===== config.mk =====
export PLATFORM = sky130hd
export DESIGN_NAME = resp_reply_stream_parser_core
export DESIGN_NICKNAME = d
export VERILOG_FILES = /design/src/sv/rrsp_pkg.sv /design/src/sv/rrsp_step.sv /design/src/sv/resp_reply_stream_parser_core.sv
export SDC_FILE = /design/constraint.sdc
export NUM_CORES = 1
export LEC_CHECK = 0
export CAP_MARGIN = 10
export CORE_MARGIN = 2
export CORE_UTILIZATION = 50
export DETAILED_ROUTE_END_ITERATION = 6
export DONT_BUFFER_PORTS = 1
export GPL_ROUTABILITY_DRIVEN = 0
export PLACE_DENSITY = 0.68
export SYNTH_ARGS = -nofsm -noshare
export SYNTH_HDL_FRONTEND = slang
export SYNTH_SLANG_ARGS = --single-unit

===== constraint.sdc =====
create_clock -name clock -period 6 [get_ports clock]
set_input_delay 1.2 -clock clock [delete_from_list [all_inputs] [get_ports clock]]
set_output_delay 1.2 -clock clock [all_outputs]
set_load 0.03 [all_outputs]

===== src/sv/rrsp_pkg.sv =====
// rrsp_pkg: shared types and constants for the resp reply stream parser
`timescale 1ns / 1ps

package rrsp_pkg;

   localparam int LENGTH_BITS = 31;
   localparam int LEN_W       = 31;
   localparam int ACC_W       = LEN_W + 4;

   localparam logic [ACC_W-1:0] LEN_LIMIT = (LENGTH_BITS >= 31) ?
      ACC_W'(35'h7FFF_FFFF) : ((ACC_W'(1) << LENGTH_BITS) - ACC_W'(1));

   localparam logic [7:0] CH_DOLLAR = 8'h24;
   localparam logic [7:0] CH_STAR   = 8'h2A;
   localparam logic [7:0] CH_PLUS   = 8'h2B;
   localparam logic [7:0] CH_COLON  = 8'h3A;
   localparam logic [7:0] CH_MINUS  = 8'h2D;
   localparam logic [7:0] CH_CR     = 8'h0D;
   localparam logic [7:0] CH_LF     = 8'h0A;
   localparam logic [7:0] CH_ZERO   = 8'h30;
   localparam logic [7:0] CH_NINE   = 8'h39;

   typedef enum logic [3:0] {
      PH_TYPE      = 4'd0,
      PH_LINE      = 4'd1,
      PH_LINE_LF   = 4'd2,
      PH_LEN_START = 4'd3,
      PH_LEN_MINUS = 4'd4,
      PH_LEN_DIGIT = 4'd5,
      PH_LEN_LF    = 4'd6,
      PH_BULK_DATA = 4'd7,
      PH_BULK_CR   = 4'd8,
      PH_BULK_LF   = 4'd9
   } phase_type;

   typedef enum logic [1:0] {
      EV_HEADER  = 2'd0,
      EV_PAYLOAD = 2'd1,
      EV_END     = 2'd2,
      EV_ERROR   = 2'd3
   } event_type;

   typedef enum logic [2:0] {
      T_SIMPLE  = 3'd0,
      T_ERROR   = 3'd1,
      T_INTEGER = 3'd2,
      T_BULK    = 3'd3,
      T_ARRAY   = 3'd4,
      T_UNKNOWN = 3'd5
   } elem_kind_type;

   typedef struct packed {
      phase_type        phase;
      elem_kind_type    cur_type;
      logic [LEN_W-1:0] accum;
      logic [LEN_W-1:0] left;
      logic             neg;
   } parse_state_type;

   typedef struct packed {
      logic             valid;
      event_type        ev;
      elem_kind_type    kind;
      logic [LEN_W-1:0] len;
      logic             nul;
      logic [7:0]       data;
   } parse_result_type;

endpackage


===== src/sv/rrsp_step.sv =====
// rrsp_step: next parser state and result word for one received byte
`timescale 1ns / 1ps

module rrsp_step (
   input  rrsp_pkg::parse_state_type  state_cur,
   input  logic [7:0]                 rx_byte,
   output rrsp_pkg::parse_state_type  state_nxt,
   output rrsp_pkg::parse_result_type result
);

   logic                         is_digit;
   logic [rrsp_pkg::ACC_W-1:0]   acc_wide;
   logic [rrsp_pkg::ACC_W-1:0]   acc_val;
   logic [rrsp_pkg::LEN_W-1:0]   left_dec;

   assign is_digit = (rx_byte >= rrsp_pkg::CH_ZERO) && (rx_byte <= rrsp_pkg::CH_NINE);

   // accum * 10 + digit
   always_comb begin
      acc_wide = rrsp_pkg::ACC_W'(state_cur.accum);
      if (state_cur.phase == rrsp_pkg::PH_LEN_DIGIT) begin
         acc_val = (acc_wide << 3) + (acc_wide << 1);
      end else begin
         acc_val = '0;
      end
      acc_val = acc_val + rrsp_pkg::ACC_W'(rx_byte[3:0]);
   end

   assign left_dec = (state_cur.left != '0) ? state_cur.left - 1'b1 : state_cur.left;

   always_comb begin
      state_nxt = state_cur;
      result    = '0;
      case (state_cur.phase)
         rrsp_pkg::PH_LINE: begin
            if (rx_byte == rrsp_pkg::CH_CR) begin
               state_nxt.phase = rrsp_pkg::PH_LINE_LF;
            end else begin
               result.valid = 1'b1;
               result.ev    = rrsp_pkg::EV_PAYLOAD;
               result.kind  = state_cur.cur_type;
               result.data  = rx_byte;
            end
         end
         rrsp_pkg::PH_LINE_LF, rrsp_pkg::PH_BULK_LF: begin
            state_nxt.phase = rrsp_pkg::PH_TYPE;
            state_nxt.accum = '0;
            state_nxt.left  = '0;
            state_nxt.neg   = 1'b0;
            result.valid    = 1'b1;
            result.kind     = state_cur.cur_type;
            if (rx_byte != rrsp_pkg::CH_LF) begin
               result.ev   = rrsp_pkg::EV_ERROR;
               result.data = rx_byte;
            end else begin
               result.ev = rrsp_pkg::EV_END;
            end
         end
         rrsp_pkg::PH_LEN_START, rrsp_pkg::PH_LEN_MINUS, rrsp_pkg::PH_LEN_DIGIT: begin
            if (state_cur.phase == rrsp_pkg::PH_LEN_START && rx_byte == rrsp_pkg::CH_MINUS)
            begin
               state_nxt.neg   = 1'b1;
               state_nxt.phase = rrsp_pkg::PH_LEN_MINUS;
            end else if (is_digit && acc_val <= rrsp_pkg::LEN_LIMIT) begin
               state_nxt.accum = acc_val[rrsp_pkg::LEN_W-1:0];
               state_nxt.phase = rrsp_pkg::PH_LEN_DIGIT;
            end else if (!is_digit && rx_byte == rrsp_pkg::CH_CR &&
                         state_cur.phase == rrsp_pkg::PH_LEN_DIGIT) begin
               state_nxt.phase = rrsp_pkg::PH_LEN_LF;
            end else begin
               state_nxt.phase = rrsp_pkg::PH_TYPE;
               state_nxt.accum = '0;
               state_nxt.left  = '0;
               state_nxt.neg   = 1'b0;
               result.valid    = 1'b1;
               result.ev       = rrsp_pkg::EV_ERROR;
               result.kind     = state_cur.cur_type;
               result.data     = rx_byte;
            end
         end
         rrsp_pkg::PH_LEN_LF: begin
            result.valid = 1'b1;
            result.kind  = state_cur.cur_type;
            if (rx_byte != rrsp_pkg::CH_LF) begin
               state_nxt.phase = rrsp_pkg::PH_TYPE;
               state_nxt.accum = '0;
               state_nxt.left  = '0;
               state_nxt.neg   = 1'b0;
               result.ev       = rrsp_pkg::EV_ERROR;
               result.data     = rx_byte;
            end else if (state_cur.neg) begin
               state_nxt.phase = rrsp_pkg::PH_TYPE;
               state_nxt.accum = '0;
               state_nxt.left  = '0;
               state_nxt.neg   = 1'b0;
               result.ev       = rrsp_pkg::EV_HEADER;
               result.nul      = 1'b1;
            end else begin
               result.ev  = rrsp_pkg::EV_HEADER;
               result.len = state_cur.accum;
               if (state_cur.cur_type == rrsp_pkg::T_BULK) begin
                  state_nxt.left  = state_cur.accum;
                  state_nxt.phase = (state_cur.accum != '0) ? rrsp_pkg::PH_BULK_DATA
                                                            : rrsp_pkg::PH_BULK_CR;
               end else begin
                  state_nxt.phase = rrsp_pkg::PH_TYPE;
                  state_nxt.accum = '0;
                  state_nxt.left  = '0;
                  state_nxt.neg   = 1'b0;
               end
            end
         end
         rrsp_pkg::PH_BULK_DATA: begin
            state_nxt.left = left_dec;
            if (left_dec == '0) begin
               state_nxt.phase = rrsp_pkg::PH_BULK_CR;
            end
            result.valid = 1'b1;
            result.ev    = rrsp_pkg::EV_PAYLOAD;
            result.kind  = state_cur.cur_type;
            result.data  = rx_byte;
         end
         rrsp_pkg::PH_BULK_CR: begin
            if (rx_byte != rrsp_pkg::CH_CR) begin
               state_nxt.phase = rrsp_pkg::PH_TYPE;
               state_nxt.accum = '0;
               state_nxt.left  = '0;
               state_nxt.neg   = 1'b0;
               result.valid    = 1'b1;
               result.ev       = rrsp_pkg::EV_ERROR;
               result.kind     = state_cur.cur_type;
               result.data     = rx_byte;
            end else begin
               state_nxt.phase = rrsp_pkg::PH_BULK_LF;
            end
         end
         default: begin
            // expecting a type byte
            state_nxt.phase = rrsp_pkg::PH_TYPE;
            state_nxt.accum = '0;
            state_nxt.left  = '0;
            state_nxt.neg   = 1'b0;
            result.valid    = 1'b1;
            result.ev       = rrsp_pkg::EV_HEADER;
            case (rx_byte)
               rrsp_pkg::CH_PLUS: begin
                  state_nxt.cur_type = rrsp_pkg::T_SIMPLE;
                  state_nxt.phase    = rrsp_pkg::PH_LINE;
                  result.kind        = rrsp_pkg::T_SIMPLE;
               end
               rrsp_pkg::CH_MINUS: begin
                  state_nxt.cur_type = rrsp_pkg::T_ERROR;
                  state_nxt.phase    = rrsp_pkg::PH_LINE;
                  result.kind        = rrsp_pkg::T_ERROR;
               end
               rrsp_pkg::CH_COLON: begin
                  state_nxt.cur_type = rrsp_pkg::T_INTEGER;
                  state_nxt.phase    = rrsp_pkg::PH_LINE;
                  result.kind        = rrsp_pkg::T_INTEGER;
               end
               rrsp_pkg::CH_DOLLAR: begin
                  state_nxt.cur_type = rrsp_pkg::T_BULK;
                  state_nxt.phase    = rrsp_pkg::PH_LEN_START;
                  result.valid       = 1'b0;
               end
               rrsp_pkg::CH_STAR: begin
                  state_nxt.cur_type = rrsp_pkg::T_ARRAY;
                  state_nxt.phase    = rrsp_pkg::PH_LEN_START;
                  result.valid       = 1'b0;
               end
               default: begin
                  result.ev   = rrsp_pkg::EV_ERROR;
                  result.kind = rrsp_pkg::T_UNKNOWN;
                  result.data = rx_byte;
               end
            endcase
         end
      endcase
   end

endmodule


===== src/sv/resp_reply_stream_parser_core.sv =====
// resp_reply_stream_parser_core: top level of the resp2 reply byte stream parser
//
// req channel: one received reply byte per word (req_rx_byte), valid/ready.
// rsp channel: one event word (header, payload byte, element end or framing
// error) with type, length, null flag and data byte, valid/ready.
// a byte that produces no event (type byte of bulk/array, length digits, cr)
// is consumed silently.
// a byte is held in an input register, then the parser logic updates the
// parse state and loads the event into the output register.
// throughput: one byte per cycle while the output register is empty or being taken.
// a full output register stalls the parser stage only when it is not being
// taken; req_ready drops when both the input and output registers are held.
// reset (synchronous, active high) returns the parser to waiting for a type
// byte and empties both registers.
`timescale 1ns / 1ps

module resp_reply_stream_parser_core (
   input  logic                        clock,
   input  logic                        reset,
   input  logic                        req_valid,
   output logic                        req_ready,
   input  logic [7:0]                  req_rx_byte,
   output logic                        rsp_valid,
   input  logic                        rsp_ready,
   output logic [1:0]                  rsp_event_res,
   output logic [2:0]                  rsp_elem_type,
   output logic [rrsp_pkg::LEN_W-1:0]  rsp_length,
   output logic                        rsp_is_null,
   output logic [7:0]                  rsp_data_byte
);

   logic                        in_valid_ff;
   logic [7:0]                  in_byte_ff;
   logic                        advance;
   rrsp_pkg::parse_state_type   state_ff;
   rrsp_pkg::parse_state_type   state_in;
   rrsp_pkg::parse_result_type  step_res;
   logic                        out_valid_ff;
   rrsp_pkg::parse_result_type  out_ff;

   assign advance   = in_valid_ff && (!out_valid_ff || rsp_ready);
   assign req_ready = !in_valid_ff || advance;

   rrsp_step u_step (
      .state_cur (state_ff),
      .rx_byte   (in_byte_ff),
      .state_nxt (state_in),
      .result    (step_res)
   );

   // input word register
   always_ff @(posedge clock) begin
      if (reset) begin
         in_valid_ff <= 1'b0;
      end else if (req_ready) begin
         in_valid_ff <= req_valid;
      end
      if (req_valid && req_ready) begin
         in_byte_ff <= req_rx_byte;
      end
   end

   // parse state
   always_ff @(posedge clock) begin
      if (reset) begin
         state_ff.phase    <= rrsp_pkg::PH_TYPE;
         state_ff.cur_type <= rrsp_pkg::T_SIMPLE;
         state_ff.accum    <= '0;
         state_ff.left     <= '0;
         state_ff.neg      <= 1'b0;
      end else if (advance) begin
         state_ff <= state_in;
      end
   end

   // output word register
   always_ff @(posedge clock) begin
      if (reset) begin
         out_valid_ff <= 1'b0;
      end else if (advance && step_res.valid) begin
         out_valid_ff <= 1'b1;
      end else if (rsp_ready) begin
         out_valid_ff <= 1'b0;
      end
      if (advance && step_res.valid) begin
         out_ff <= step_res;
      end
   end

   assign rsp_valid     = out_valid_ff;
   assign rsp_event_res = out_ff.ev;
   assign rsp_elem_type = out_ff.kind;
   assign rsp_length    = out_ff.len;
   assign rsp_is_null   = out_ff.nul;
   assign rsp_data_byte = out_ff.data;

endmodule


=== After elaboration in Yosys (flattened, before gate mapping) ===
Cells that the tools add are included.

* $add $sub $neg: 3
* $lt $le $gt $ge: 3
* Eq/ne operators: 27
* Muxes and demuxes: 48
* Bitwise logic cells: 4
* Reductions and logical operators: 33

{| class="wikitable"
|+ Operator list
! cell !! count
|-
| two-way mux 63 bit || 4
|-
| one-hot mux 31 bit (5 select lines) || 1
|-
| one-hot mux 31 bit (4 select lines) || 1
|-
| two-way mux 31 bit || 3
|-
| two-way mux 62 bit || 1
|-
| nonzero test 31 bit || 2
|-
| two-way mux 8 bit || 7
|-
| equality test 8 x 6 -> 1 bit (second input constant) || 5
|-
| one-hot mux 8 bit (5 select lines) || 1
|-
| one-hot mux 6 bit (6 select lines) || 1
|-
| adder 34 x 32 -> 35 bit || 1
|-
| adder 35 x 4 -> 35 bit || 1
|-
| less-or-equal comparator 35 x 31 -> 1 bit (second input constant) || 1
|-
| two-way mux 35 bit || 1
|-
| two-way mux 32 bit || 1
|-
| two-way mux 4 bit || 8
|-
| zero test 31 bit || 1
|-
| subtractor 31 x 1 -> 31 bit (second input constant) || 1
|-
| two-way mux 6 bit || 5
|-
| one-hot mux 5 bit (5 select lines) || 1
|-
| one-hot mux 4 bit (6 select lines) || 1
|-
| equality test 4 x 3 -> 1 bit (second input constant) || 4
|-
| != test 8 x 4 -> 1 bit (second input constant) || 2
|-
| OR reduction 3 bit || 4
|-
| 27 further kinds || 60
|}

* Flip-flop bits (word level): 125
* Input bits: 12
* Output and inout bits: 47
* Logic and storage cells: 131

=== Depth between registers and ports, before layout ===
Gate-level depths: netlist of run 1.

* Depth after elaboration: 11
* Depth in mapped cells: 22
* Mapped depth without buffers: 16

=== By module ===
A second synthesis of run 1 with hierarchy kept.

* Cells, all modules: 1263
* Area, all modules: 10482.6 µm²

{| class="wikitable"
|+ Modules (own cells, without submodules)
! module !! instances !! cells each !! area an instance (µm²) !! seq. area each (µm²)
|-
| rrsp_step || 1 || 895 || 5590.4 || 0.0
|-
| resp_reply_stream_parser_core || 1 || 368 || 4892.2 || 3032.9
|}

=== Least setup slack after synthesis of run 1 ===
Ideal clock, no wire load.

* Kind: reg-to-reg
* Start: register state_ff[66] (netlist name)
* End: register out_ff (netlist bit rsp_data_byte[0]), enable pin
* Setup time: 0.406 ns
* Arrival time: 5.469 ns
* Required time: 5.594 ns
* Path slack: 0.125 ns
* Cell stages (with the launch flop): 21
* Path buffers: 4
* Clock period less this slack: 5.875 ns
* Cells stage by stage: dfxtp_1 > buf_4 > nor2b_1 > buf_4 > nand2_1 > clkbuf_1 > buf_1 > nor2_1 > fa_1 > a21oi_1 > nor2_1 > o2111a_1 > nand4_1 > nor3_2 > nand3_1 > or4_4 > nor4_4 > mux2i_1 > nand2_1 > o31ai_1 > o21a_1

* Longest elaborated chain between the ends: 9
* Elaborated cells between the ends (all ways): 22
* Classes of those cells: add/sub: 1; order compare: 1; eq/ne: 9; mux: 5; reduce/logical: 6

{| class="wikitable"
|+ RTL lines
! what !! RTL line !! RTL
|-
| start, declared || resp_reply_stream_parser_core.sv:35 || <nowiki>rrsp_pkg::parse_state_type state_ff;</nowiki>
|-
| start signal, assigned || resp_reply_stream_parser_core.sv:72 || <nowiki>state_ff <= state_in;</nowiki>
|-
| equality test 4 x 3 -> 1 bit || rrsp_step.sv:21, rrsp_step.sv:34, rrsp_step.sv:68 ||
|-
| two-way mux 35 bit || rrsp_step.sv:21 || <nowiki>if (state_cur.phase == rrsp_pkg::PH_LEN_DIGIT) begin</nowiki>
|-
| adder 35 x 4 -> 35 bit || rrsp_step.sv:26 || <nowiki>acc_val = acc_val + rrsp_pkg::ACC_W'(rx_byte[3:0]);</nowiki>
|-
| less-or-equal comparator 35 x 31 -> 1 bit || rrsp_step.sv:64 || <nowiki>end else if (is_digit && acc_val <= rrsp_pkg::LEN_LIMIT) begin</nowiki>
|-
| logical AND 1 bit || rrsp_step.sv:64 ||
|-
| two-way mux 6 bit || rrsp_step.sv:64 ||
|-
| two-way mux 6 bit || rrsp_step.sv:60 || <nowiki>if (state_cur.phase == rrsp_pkg::PH_LEN_START && rx_byte == rrsp_pkg::CH_MINUS)</nowiki>
|-
| one-hot mux 6 bit (6 select lines) (*) || rrsp_step.sv:34 || <nowiki>case (state_cur.phase)</nowiki>
|-
| logical AND 1 bit (*) || resp_reply_stream_parser_core.sv:85 || <nowiki>if (advance && step_res.valid) begin</nowiki>
|-
| end signal, assigned || resp_reply_stream_parser_core.sv:86 || <nowiki>out_ff <= step_res;</nowiki>
|-
| end, declared || resp_reply_stream_parser_core.sv:39 || <nowiki>rrsp_pkg::parse_result_type out_ff;</nowiki>
|}

Every way passes the cells marked *; elsewhere a longest branch is shown, timed or not.
A chain may end at the register's enable or synchronous reset.

=== Worst setup path in the final report of run 1 ===
* Start: register state_ff[68] (netlist name)
* End: register out_ff (netlist bit rsp_length[14]), enable pin

Same word-level chain as after synthesis.

==> results.sh, run 1 <==
export IMPL_holdPathEnd="rsp_data_byte[7]$_DFFE_PP_"
export IMPL_area_delta_synth_final_pct=8.82
export IMPL_finalMaxSlewViolations=0
export IMPL_drc=0
export IMPL_power_density_nw_per_um2=236
export IMPL_worstHoldStart="in_byte_ff[7]$_DFFE_PP_"
export IMPL_final_area_sq_um=9470
export IMPL_postLayoutSetupSlackWorst_ns=0.584
export IMPL_cts_buffers_inserted=17
export IMPL_syn_num_nets=1080
export IMPL_cts_tree="yes"
export IMPL_clock_path_buffers=2
export IMPL_num_io_pins=59
export IMPL_period_minus_slack_ns=5.42
export IMPL_first_pass_iters=5
export IMPL_r2r_cells=17
export IMPL_drtIter0Drc=911
export IMPL_ys_flop_type="dfxtp_1"
export IMPL_nets=1054
export IMPL_synth_edf_count=53
export IMPL_wl_per_cell_microns=20.1
export IMPL_met1_usage_pct=37.8
export IMPL_grt_pass1_wl_microns=40000
export IMPL_required_ns=6.12
export IMPL_fin_total_pwr_mw=2.23
export IMPL_startpoint_type="flop"
export IMPL_ctsRootBufferMaster="clkbuf_16"
export IMPL_cts_resized_gates=0
export IMPL_core_area_sq_um=17200
export IMPL_clk_latency_ns=0.43
export IMPL_hold_path_depth=0
export IMPL_yosysSeqAreaShare_pct=34.9
export IMPL_worstSetupEndpointType="flop"
export IMPL_fin_util_pct=55.1
export IMPL_setup_viol=0
export IMPL_timing_rr_start="state_ff[68]$_SDFFE_PP0P_"
export IMPL_drv_cap=0
export IMPL_avgSynthCellArea_sq_um=8.43
export IMPL_async_flop_share_pct=0
export IMPL_clk_pin_slew_ns=0.06
export IMPL_grt_overflow=0
export IMPL_met2_usage_pct=44.0
export IMPL_drive_gt1_share_pct=7.65
export IMPL_worst_pin_slew_ns=1.11
export IMPL_skew_ns=0.0103
export IMPL_ctsHtreeMaxLevel=4
export IMPL_num_vias=7934
export IMPL_r2r_end="rsp_length[14]$_SDFFCE_PP0P_"
export IMPL_critPathArrivalTime_ns=5.53
export IMPL_dp_hpwl_microns=18400
export IMPL_leakagePower_nw=3.43
export IMPL_rsz0062_at_grt="false"
export IMPL_cts_hold_buf=0
export IMPL_yosysUniqueCellTypes=83
export IMPL_placed_area_sq_um=8860
export IMPL_grt_max_degree=39
export IMPL_antenna_found_initial=0
export IMPL_hold_viol_final=0
export IMPL_numPlacedInstances=1211
export IMPL_ant_nets=0
export IMPL_yosysWarnings=0
export IMPL_synth_cells=1032
export IMPL_clock_sinks=125
export IMPL_first_global_vias=7525
export IMPL_grt_busiest_layer="met2"
export IMPL_place_ws_ns=0.684
export IMPL_dieArea_sq_um=18500
export IMPL_path_class="reg2reg"
export IMPL_initial_core_util_pct=50.6
export IMPL_die_w_microns=136
export IMPL_irDropWorstVdd_mv=0.191
export IMPL_hold_ws_ns=0.492
export IMPL_die_h_microns=136
export IMPL_avgViaCountPerCell=6.38
export IMPL_min_path_type="reg2reg"
export IMPL_drt_total_wl_microns=25100
export IMPL_io_buffer_count=0
export IMPL_path_max_fanout=37
export IMPL_finalSetupTns_ns=0
export IMPL_r2r_slack_ns=0.58
export IMPL_status="finished clean"
export IMPL_slew_headroom_pct=26.2
export IMPL_fmax_mhz=185
export IMPL_track_usage_pct=27.8
export IMPL_final_cell_count_no_fill=1244
export IMPL_period_share_pct=90.3
export IMPL_core_rowCount=48
export IMPL_n_antenna_cell=0
export IMPL_ys_ff_latch=125
export IMPL_grt_use_met3_pct=5.03
export IMPL_postCtsSetupBuffers=0
export IMPL_synth_area_sq_um=8700
==> power by group <==
part | internal [mW] | switching, mW | leakage, nW | total (mW)
sequential | 0.919 | 0.0602 | 1.07 | 0.980
clock | 0.654 | 0.396 | 0.280 | 1.05
combinational | 0.0732 | 0.130 | 2.08 | 0.204
==> cell usage after synthesis, types with 8 or more instances <==
cell type / number / area [sq um]
nand3_1: 24 / 120
nand2b_1: 11 / 68.8
a211oi_1: 9 / 67.6
nor2b_1: 10 / 62.6
clkbuf_1: 43 / 161
xnor2_1: 35 / 307
edfxtp_1: 53 / 1590
o21ai_1: 33 / 165
o31ai_1: 32 / 240
mux2i_1: 8 / 80.1
nor3_1: 37 / 185
nand4_1: 14 / 87.6
dfxtp_1: 72 / 1440
and3_1: 39 / 244
a21o_1: 10 / 75.1
xor2_1: 36 / 315
inv_1: 23 / 86.3
or3_1: 13 / 81.3
nor4_1: 26 / 163
a21oi_1: 65 / 325
ha_1: 34 / 425
nor2_1: 89 / 334
and2_1: 9 / 56.3
nand3b_1: 26 / 195
o21ai_0: 23 / 115
a22oi_1: 27 / 203
nand2_1: 102 / 383
buf_2: 10 / 50.1
==> routing by layer <==
metal  vias to the layer above  part of all wire (%)
met5                         -                     0
met1                      3774                    45
met4                         0                   2.4
met2                       305                    46
li1                       3809                     -
met3                        46                   6.5
==> flip-flops by register name (all words and copies together) (netlist names) <==
signal,count
in_valid_ff,1
state_ff,70
rsp_data_byte,8
rsp_length,31
rsp_elem_type,3
in_byte_ff,8
rsp_is_null,1
rsp_valid,1
rsp_event_res,2
==> area by class of cell <==
type | instances | area (sq um)
repair buffers | 15 | 129
well taps | 225 | 282
flip-flops and latches | 125 | 3030
fillers | 1599 | 7710
inverters | 25 | 93.8
multi-input cells | 822 | 5330
clock inverters | 13 | 164
clock buffers | 19 | 433
==> cell families after synthesis <==
kind of cell	count (synthesis)	synth area share [%]
simple gates	441	27.1
buf+inv	85	4.03
mux	8	0.921
xor+xnor	72	7.33
fa+ha+maj	37	5.47
compound gates	264	20.3
flops	125	34.9
==> worst max-delay path by stage <==
stage / startpoint / end / slack, ns / depth (start not counted)
2_1_floorplan: state_ff[66]$_SDFFE_PP0P_ / rsp_data_byte[0]$_DFFE_PP_ / 0.13 / 20
3_3_place_gp: state_ff[32]$_SDFFE_PP0P_ / rsp_length[0]$_SDFFCE_PP0P_ / 0.83 / 16
3_5_place_dp: state_ff[68]$_SDFFE_PP0P_ / rsp_length[17]$_SDFFCE_PP0P_ / 0.68 / 17
4_1_cts: state_ff[68]$_SDFFE_PP0P_ / rsp_length[4]$_SDFFCE_PP0P_ / 0.64 / 17
5_1_grt: state_ff[68]$_SDFFE_PP0P_ / rsp_length[10]$_SDFFCE_PP0P_ / 0.09 / 17
6_report: state_ff[68]$_SDFFE_PP0P_ / rsp_length[14]$_SDFFCE_PP0P_ / 0.58 / 17
==> worst max-delay path: stages, from the launching register on <==
cell      delay, ns
dfxtp_1        0.56
nor2b_1        0.28
and3_1         0.19
ha_1           0.19
fa_1           0.23
a21oi_1        0.09
nor2_1         0.22
o2111a_1       0.23
nand4_1        0.15
nor3_2         0.22
nand3_1        0.18
or4_4          0.50
nor4_4         0.24
mux2i_1        0.62
nand2_1        0.23
o31ai_1        0.34
o21a_2         0.33
buf_12         0.26
==> cell usage in the layout (no fill, tap or decap), types with 14 or more instances in the layout <==
cell type,netlist,routed
nand2_1,102,102
nand3_1,24,24
xnor2_1,35,35
nand4_1,14,14
dfxtp_1,72,72
a21oi_1,65,65
nand3b_1,26,26
a22oi_1,27,27
o21ai_0,23,23
o31ai_1,32,32
nor2_1,89,88
nor4_1,26,24
ha_1,34,34
edfxtp_1,53,53
and3_1,39,39
o21ai_1,33,33
nor3_1,37,37
clkbuf_16,0,17
xor2_1,36,36
inv_1,23,23
No activity file was read; power rests on OpenSTA's default activity.
==> inputs of run 2 (changes only) <==
--- a/config.mk
+++ b/config.mk
@@ -5,9 +5,11 @@
 export SDC_FILE = /design/constraint.sdc
 export NUM_CORES = 1
 export LEC_CHECK = 0
+export ABC_AREA = 1
 export CAP_MARGIN = 10
 export CORE_MARGIN = 2
 export CORE_UTILIZATION = 50
+export CTS_CLUSTER_SIZE = 14
 export DETAILED_ROUTE_END_ITERATION = 6
 export DONT_BUFFER_PORTS = 1
 export GPL_ROUTABILITY_DRIVEN = 0
==> run 2 against run 1 <==
Routed wire length rose by 26%. Power fell by 0.31%. Critical path type unchanged. Setup slack improved by 0.60 ns. Critical endpoint is now rsp_length[24]$_SDFFCE_PP0P_.
==> results.sh, run 2 <==
export IMPL_yosysSeqAreaShare_pct=28.9
export IMPL_period_minus_slack_ns=4.81
export IMPL_slew_headroom_pct=28.5
export IMPL_avgViaCountPerCell=5.49
export IMPL_dp_hpwl_microns=24600
export IMPL_nets=1740
export IMPL_yosysWarnings=0
export IMPL_startpoint="state_ff[34]$_SDFFE_PP0P_"
export IMPL_fmax_mhz=208
export IMPL_numPlacedInstances=1943
export IMPL_required_ns=6.05
export IMPL_synth_area_leaders="nand2_1 17%, edfxtp_1 15%, dfxtp_1 14%"
export IMPL_ctsHtreeMaxLevel=4
export IMPL_antenna_found_initial=0
export IMPL_synth_area_sq_um=10500
export IMPL_synth_cells=1716
export IMPL_cts_hold_buf=0
export IMPL_top_register="state_ff"
export IMPL_worstHoldStart="in_byte_ff[7]$_DFFE_PP_"
export IMPL_core_area_sq_um=20400
export IMPL_yosys_top_cells_count="482 x nand2_1, 245 x inv_1, 240 x nor2_1, 141 x nand3_1, 72 x dfxtp_1"
export IMPL_track_usage_pct=29.2
export IMPL_drv_cap=0
export IMPL_clk_latency_ns=0.44
export IMPL_grt_max_degree=72
export IMPL_rsz0062_at_grt="false"
export IMPL_startpoint_type="flop"
export IMPL_grt_overflow=0
export IMPL_status="finished clean"
export IMPL_num_fill_cells=2080
export IMPL_setup_viol=0
export IMPL_drt_total_wl_microns=31600
export IMPL_power_density_nw_per_um2=199
export IMPL_hold_viol_final=0
export IMPL_initial_core_util_pct=51.3
export IMPL_period_share_pct=80.2
export IMPL_clk_pin_slew_ns=0.07
export IMPL_synth_top_cell_area_share_pct=17.3
export IMPL_num_io_pins=59
export IMPL_wl_per_cell_microns=16.0
export IMPL_irDropWorstVdd_mv=0.161
export IMPL_ys_flop_type="dfxtp_1"
export IMPL_min_path_type="reg2reg"
export IMPL_die_w_microns=149
export IMPL_mostFrequentLayoutCells="482 x nand2_1, 244 x inv_1, 238 x nor2_1"
export IMPL_ctsRootBufferMaster="clkbuf_16"
export IMPL_yosysTopAreaCell="nand2_1"
export IMPL_path_class="reg2reg"
export IMPL_core_rowCount=52
export IMPL_fin_util_pct=54.9
export IMPL_io_buffer_count=0
export IMPL_dieArea_sq_um=22100
export IMPL_synth_edf_count=53
export IMPL_die_h_microns=149
export IMPL_num_vias=10800
export IMPL_yosysUniqueCellTypes=48
export IMPL_worstSetupEndpointType="flop"
export IMPL_grt_pass1_wl_microns=51100
export IMPL_avgSynthCellArea_sq_um=6.11
export IMPL_path_max_fanout=45
export IMPL_final_common_cell="nand2_1"
export IMPL_yosysMostFrequentCell="nand2_1"
export IMPL_cts_tree="yes"
export IMPL_ys_ff_latch=125
export IMPL_clock_path_buffers=2
export IMPL_skew_ns=0.0159
export IMPL_area_delta_synth_final_pct=6.95
export IMPL_first_pass_iters=6
export IMPL_n_antenna_cell=0
export IMPL_drive_gt1_share_pct=6.22
export IMPL_largest_reg_flops=70
export IMPL_finalMaxSlewViolations=0
export IMPL_worst_pin_slew_ns=1.07
export IMPL_syn_num_nets=1764
export IMPL_postCtsSetupBuffers=0
export IMPL_leakagePower_nw=4.95
export IMPL_drc=0
export IMPL_clock_sinks=125
export IMPL_final_cell_count_no_fill=1975
export IMPL_hold_ws_ns=0.447
export IMPL_ant_nets=0
export IMPL_async_flop_share_pct=0
export IMPL_timing_rr_start="state_ff[34]$_SDFFE_PP0P_"
export IMPL_cts_resized_gates=0
export IMPL_finalSetupTns_ns=0
export IMPL_first_global_vias=9964
export IMPL_drtIter0Drc=1054
export IMPL_critPathArrivalTime_ns=4.86
export IMPL_cts_buffers_inserted=17
==> run 2: metal layers <==
metal	global-route usage, %	part of all wire [%]
met5	0	0
met2	46.1	44
met3	5.11	7.7
met1	41.2	46
met4	8.29	2.2
==> run 2: through the flow <==
stage	power [mW]	cell area [sq um]	setup slack (ns)
detailed placement	1.23	10600	1.24
finish	2.23	11200	1.19
CTS	2.22	11200	1.21
global route	2.30	11200	0.733
global placement	1.23	10600	1.41
floorplan	1.18	10500	1.76
==> run 2: final timing paths <==
check / cells past startpoint / slack, ns / endpoint
worst min register to register: 0 / 0.45 / rsp_data_byte[7]$_DFFE_PP_
worst min-delay path: 0 / 0.45 / rsp_data_byte[7]$_DFFE_PP_
worst max register to register: 22 / 1.19 / rsp_length[24]$_SDFFCE_PP0P_
worst max-delay path: 22 / 1.19 / rsp_length[24]$_SDFFCE_PP0P_
==> run 2: cell type report <==
type	count	area, sq um	share of cell area [%]
flip-flops and latches	125	3030	27.1
clock buffers	18	450	4.02
well taps	270	338	3.01
inverters	269	1010	9.03
repair buffers	5	37.5	0.335
clock inverters	14	120	1.07
multi-input cells	1274	6220	55.5
==> run 2: worst max-delay path, cell delays in order (launching register included) <==
cell,delay [ns]
dfxtp_1,0.42
ha_1,0.26
inv_1,0.07
fa_1,0.41
inv_2,0.08
nand3_1,0.06
nand2_1,0.13
nand2_1,0.09
nand2_1,0.14
nand2_1,0.09
nand3b_1,0.11
nand3_1,0.17
nor2_2,0.21
nand2_2,0.10
nor2_4,0.13
nand3_1,0.10
o21ai_1,0.16
nor2_2,0.10
nand3_4,0.29
nand3_1,0.27
nand3_1,0.16
nand2_1,0.09
inv_2,0.74
==> run 2: logic make-up after synthesis <==
family | count (synthesis) | synth area share (%)
buffers and inverters | 317 | 11.8
DFF | 125 | 28.9
xor gates and xnor gates | 36 | 3.01
adders and majority gates | 36 | 4.44
and+or+nand+nor | 1024 | 42.7
AOI/OAI and AO/OA | 178 | 9.07
==> run 2: power breakdown <==
group / total, mW / internal [mW] / switching [mW]
Combinational: 0.250 / 0.0711 / 0.178
Clock: 1.00 / 0.566 / 0.438
Sequential: 0.972 / 0.920 / 0.0522
Total: 2.23 / 1.56 / 0.669
==> inputs of run 3 (changes only) <==
--- a/config.mk
+++ b/config.mk
@@ -13,7 +13,7 @@
 export DETAILED_ROUTE_END_ITERATION = 6
 export DONT_BUFFER_PORTS = 1
 export GPL_ROUTABILITY_DRIVEN = 0
-export PLACE_DENSITY = 0.68
+export PLACE_DENSITY = 0.65
 export SYNTH_ARGS = -nofsm -noshare
 export SYNTH_HDL_FRONTEND = slang
 export SYNTH_SLANG_ARGS = --single-unit
==> constraint.sdc (replaced) <==
create_clock -name clock -period 4.5 [get_ports clock]
set_input_delay 0.9 -clock clock [delete_from_list [all_inputs] [get_ports clock]]
set_output_delay 0.9 -clock clock [all_outputs]
set_load 0.03 [all_outputs]
==> run 3 against run 2 <==
Fmax rose by 18%. Setup slack got worse by 0.75 ns. Core utilization is 0.83 points higher. Via count rose by 0.54%. Critical endpoint is now rsp_length[18]$_SDFFCE_PP0P_. Critical path depth up 3. Clock power up 51%. Power grew 42%. Sequential share of layout area is 0.40 points lower. Global-route usage increased by 0.85 points. Die area unchanged. Critical path type unchanged. Routed wire length grew 3.3%.
==> results.sh, run 3 (synthesis results as in run 2) <==
export IMPL_status="finished clean"
export IMPL_clock_path_buffers=2
export IMPL_drt_total_wl_microns=32600
export IMPL_fmax_mhz=246
export IMPL_worstHoldStart="in_byte_ff[7]$_DFFE_PP_"
export IMPL_power_density_nw_per_um2=277
export IMPL_ctsHtreeMaxLevel=4
export IMPL_clock_sinks=125
export IMPL_cts_tree="yes"
export IMPL_n_antenna_cell=0
export IMPL_grt_pass1_wl_microns=52400
export IMPL_nets=1748
export IMPL_r2r_slack_ns=0.43
export IMPL_cts_hold_buf=0
export IMPL_path_buf_inv=5
export IMPL_slowest_stage="dfxtp_1"
export IMPL_first_pass_iters=6
export IMPL_skew_ns=0.0153
export IMPL_hold_viol_final=0
export IMPL_min_path_type="reg2reg"
export IMPL_top_register="state_ff"
export IMPL_rsz0062_at_grt="false"
export IMPL_r2r_cells=25
export IMPL_die_h_microns=149
export IMPL_startpoint_type="flop"
export IMPL_critPathArrivalTime_ns=4.19
export IMPL_ant_nets=0
export IMPL_die_w_microns=149
export IMPL_grt_overflow=0
export IMPL_path_class="reg2reg"
export IMPL_area_delta_synth_final_pct=8.57
export IMPL_grt_max_degree=72
export IMPL_period_minus_slack_ns=4.07
export IMPL_avgViaCountPerCell=5.49
export IMPL_register_area_sq_um=3030
export IMPL_core_rowCount=52
export IMPL_timing_rr_start="state_ff[34]$_SDFFE_PP0P_"
export IMPL_slowest_delay_ns=0.46
export IMPL_drv_cap=0
export IMPL_num_io_pins=59
export IMPL_cp_top_family="simple AND/OR/NAND/NOR gates"
export IMPL_period_share_pct=90.3
export IMPL_core_area_sq_um=20400
export IMPL_slew_headroom_pct=25.5
export IMPL_track_usage_pct=30.1
export IMPL_drtIter0Drc=1006
export IMPL_final_common_cell="nand2_1"
export IMPL_worst_pin_slew_ns=1.11
export IMPL_drive_gt1_share_pct=6.65
export IMPL_io_buffer_count=0
export IMPL_cts_buffers_inserted=17
export IMPL_clk_pin_slew_ns=0.06
export IMPL_holdPathEnd="rsp_data_byte[7]$_DFFE_PP_"
export IMPL_multi_input_area_sq_um=6240
export IMPL_worstSetupEndpointType="flop"
export IMPL_drc=0
export IMPL_num_fill_cells=2094
export IMPL_dieArea_sq_um=22100
export IMPL_clk_latency_ns=0.44
export IMPL_mostFrequentLayoutCells="482 x nand2_1, 244 x inv_1, 238 x nor2_1"
export IMPL_dp_hpwl_microns=25300
export IMPL_required_ns=4.63
export IMPL_largest_reg_flops=70
export IMPL_path_max_fanout=23
export IMPL_initial_core_util_pct=51.3
export IMPL_first_global_vias=10000
export IMPL_setup_viol=0
export IMPL_final_area_sq_um=11400
export IMPL_r2r_end="rsp_length[18]$_SDFFCE_PP0P_"
export IMPL_irDropWorstVdd_mv=0.209
export IMPL_wl_per_cell_microns=16.5
export IMPL_ctsRootBufferMaster="clkbuf_16"
export IMPL_finalSetupTns_ns=0
export IMPL_leakagePower_nw=5.03
export IMPL_hold_path_depth=0
export IMPL_num_vias=10900
export IMPL_finalMaxSlewViolations=0
export IMPL_cpMostUsedCell="nand2_1"
export IMPL_placed_area_sq_um=10700
export IMPL_antenna_found_initial=0
==> run 3: where the power goes <==
part / leakage [nW] / switching (mW) / internal [mW]
Sequential: 1.05 / 0.0685 / 1.23
Clock: 0.312 / 0.567 / 0.940
Combinational: 3.66 / 0.248 / 0.100
==> run 3: worst max path at each step <==
stage                                    startpoint                           end  slack [ns]  depth (start not counted)
after floorplan           state_ff[69]$_SDFFE_PP0P_    rsp_data_byte[0]$_DFFE_PP_        0.26                         25
after detailed placement  state_ff[34]$_SDFFE_PP0P_  rsp_length[24]$_SDFFCE_PP0P_        0.29                         25
final                     state_ff[34]$_SDFFE_PP0P_  rsp_length[18]$_SDFFCE_PP0P_        0.43                         25
after global routing      state_ff[34]$_SDFFE_PP0P_  rsp_length[18]$_SDFFCE_PP0P_        0.04                         25
after CTS                 state_ff[34]$_SDFFE_PP0P_  rsp_length[18]$_SDFFCE_PP0P_        0.27                         25
after global placement    state_ff[34]$_SDFFE_PP0P_  rsp_length[18]$_SDFFCE_PP0P_        0.42                         25
==> run 3: per-stage QoR <==
step	total power, mW	utilization [%]	hold WS [ns]	setup slack [ns]	cells
5_1_grt	3.25	55.7	0.482	0.0383	1983
3_3_place_gp	1.65	52.3	0.430	0.418	1948
2_1_floorplan	1.57	-	0.463	0.257	1716
6_report	3.15	55.7	0.456	0.434	1983
4_1_cts	3.14	55.4	0.464	0.267	1980
3_5_place_dp	1.65	52.3	0.449	0.285	1948
==> run 3: layout make-up <==
cell class                 instances  share of cell area, %
clock buffer                      18                   3.77
clock inverter                    14                   1.81
inverter                         269                   8.90
multi-input combinational       1275                   54.8
sequential                       125                   26.7
tap                              270                   2.97
timing repair buffer              12                   1.06
==> run 3: what timing repair did <==
item                                    in CTS  in global routing
endpoints found under the setup margin       0                 79
buffers inserted                             0                  1
gates resized for setup                      0                  2
==> run 3: per-layer routing <==
| metal | routed length [microns] | up-vias | global-route usage (%) | share of wire (%) |
|---|---|---|---|---|
| li1 | - | 5477 | - | - |
| met1 | 15100 | 4947 | 42.9 | 46 |
| met2 | 13900 | 407 | 46.1 | 43 |
| met3 | 2580 | 64 | 4.65 | 7.9 |
| met4 | 1010 | 0 | 11.0 | 3.1 |
| met5 | 0 | - | 0 | 0 |
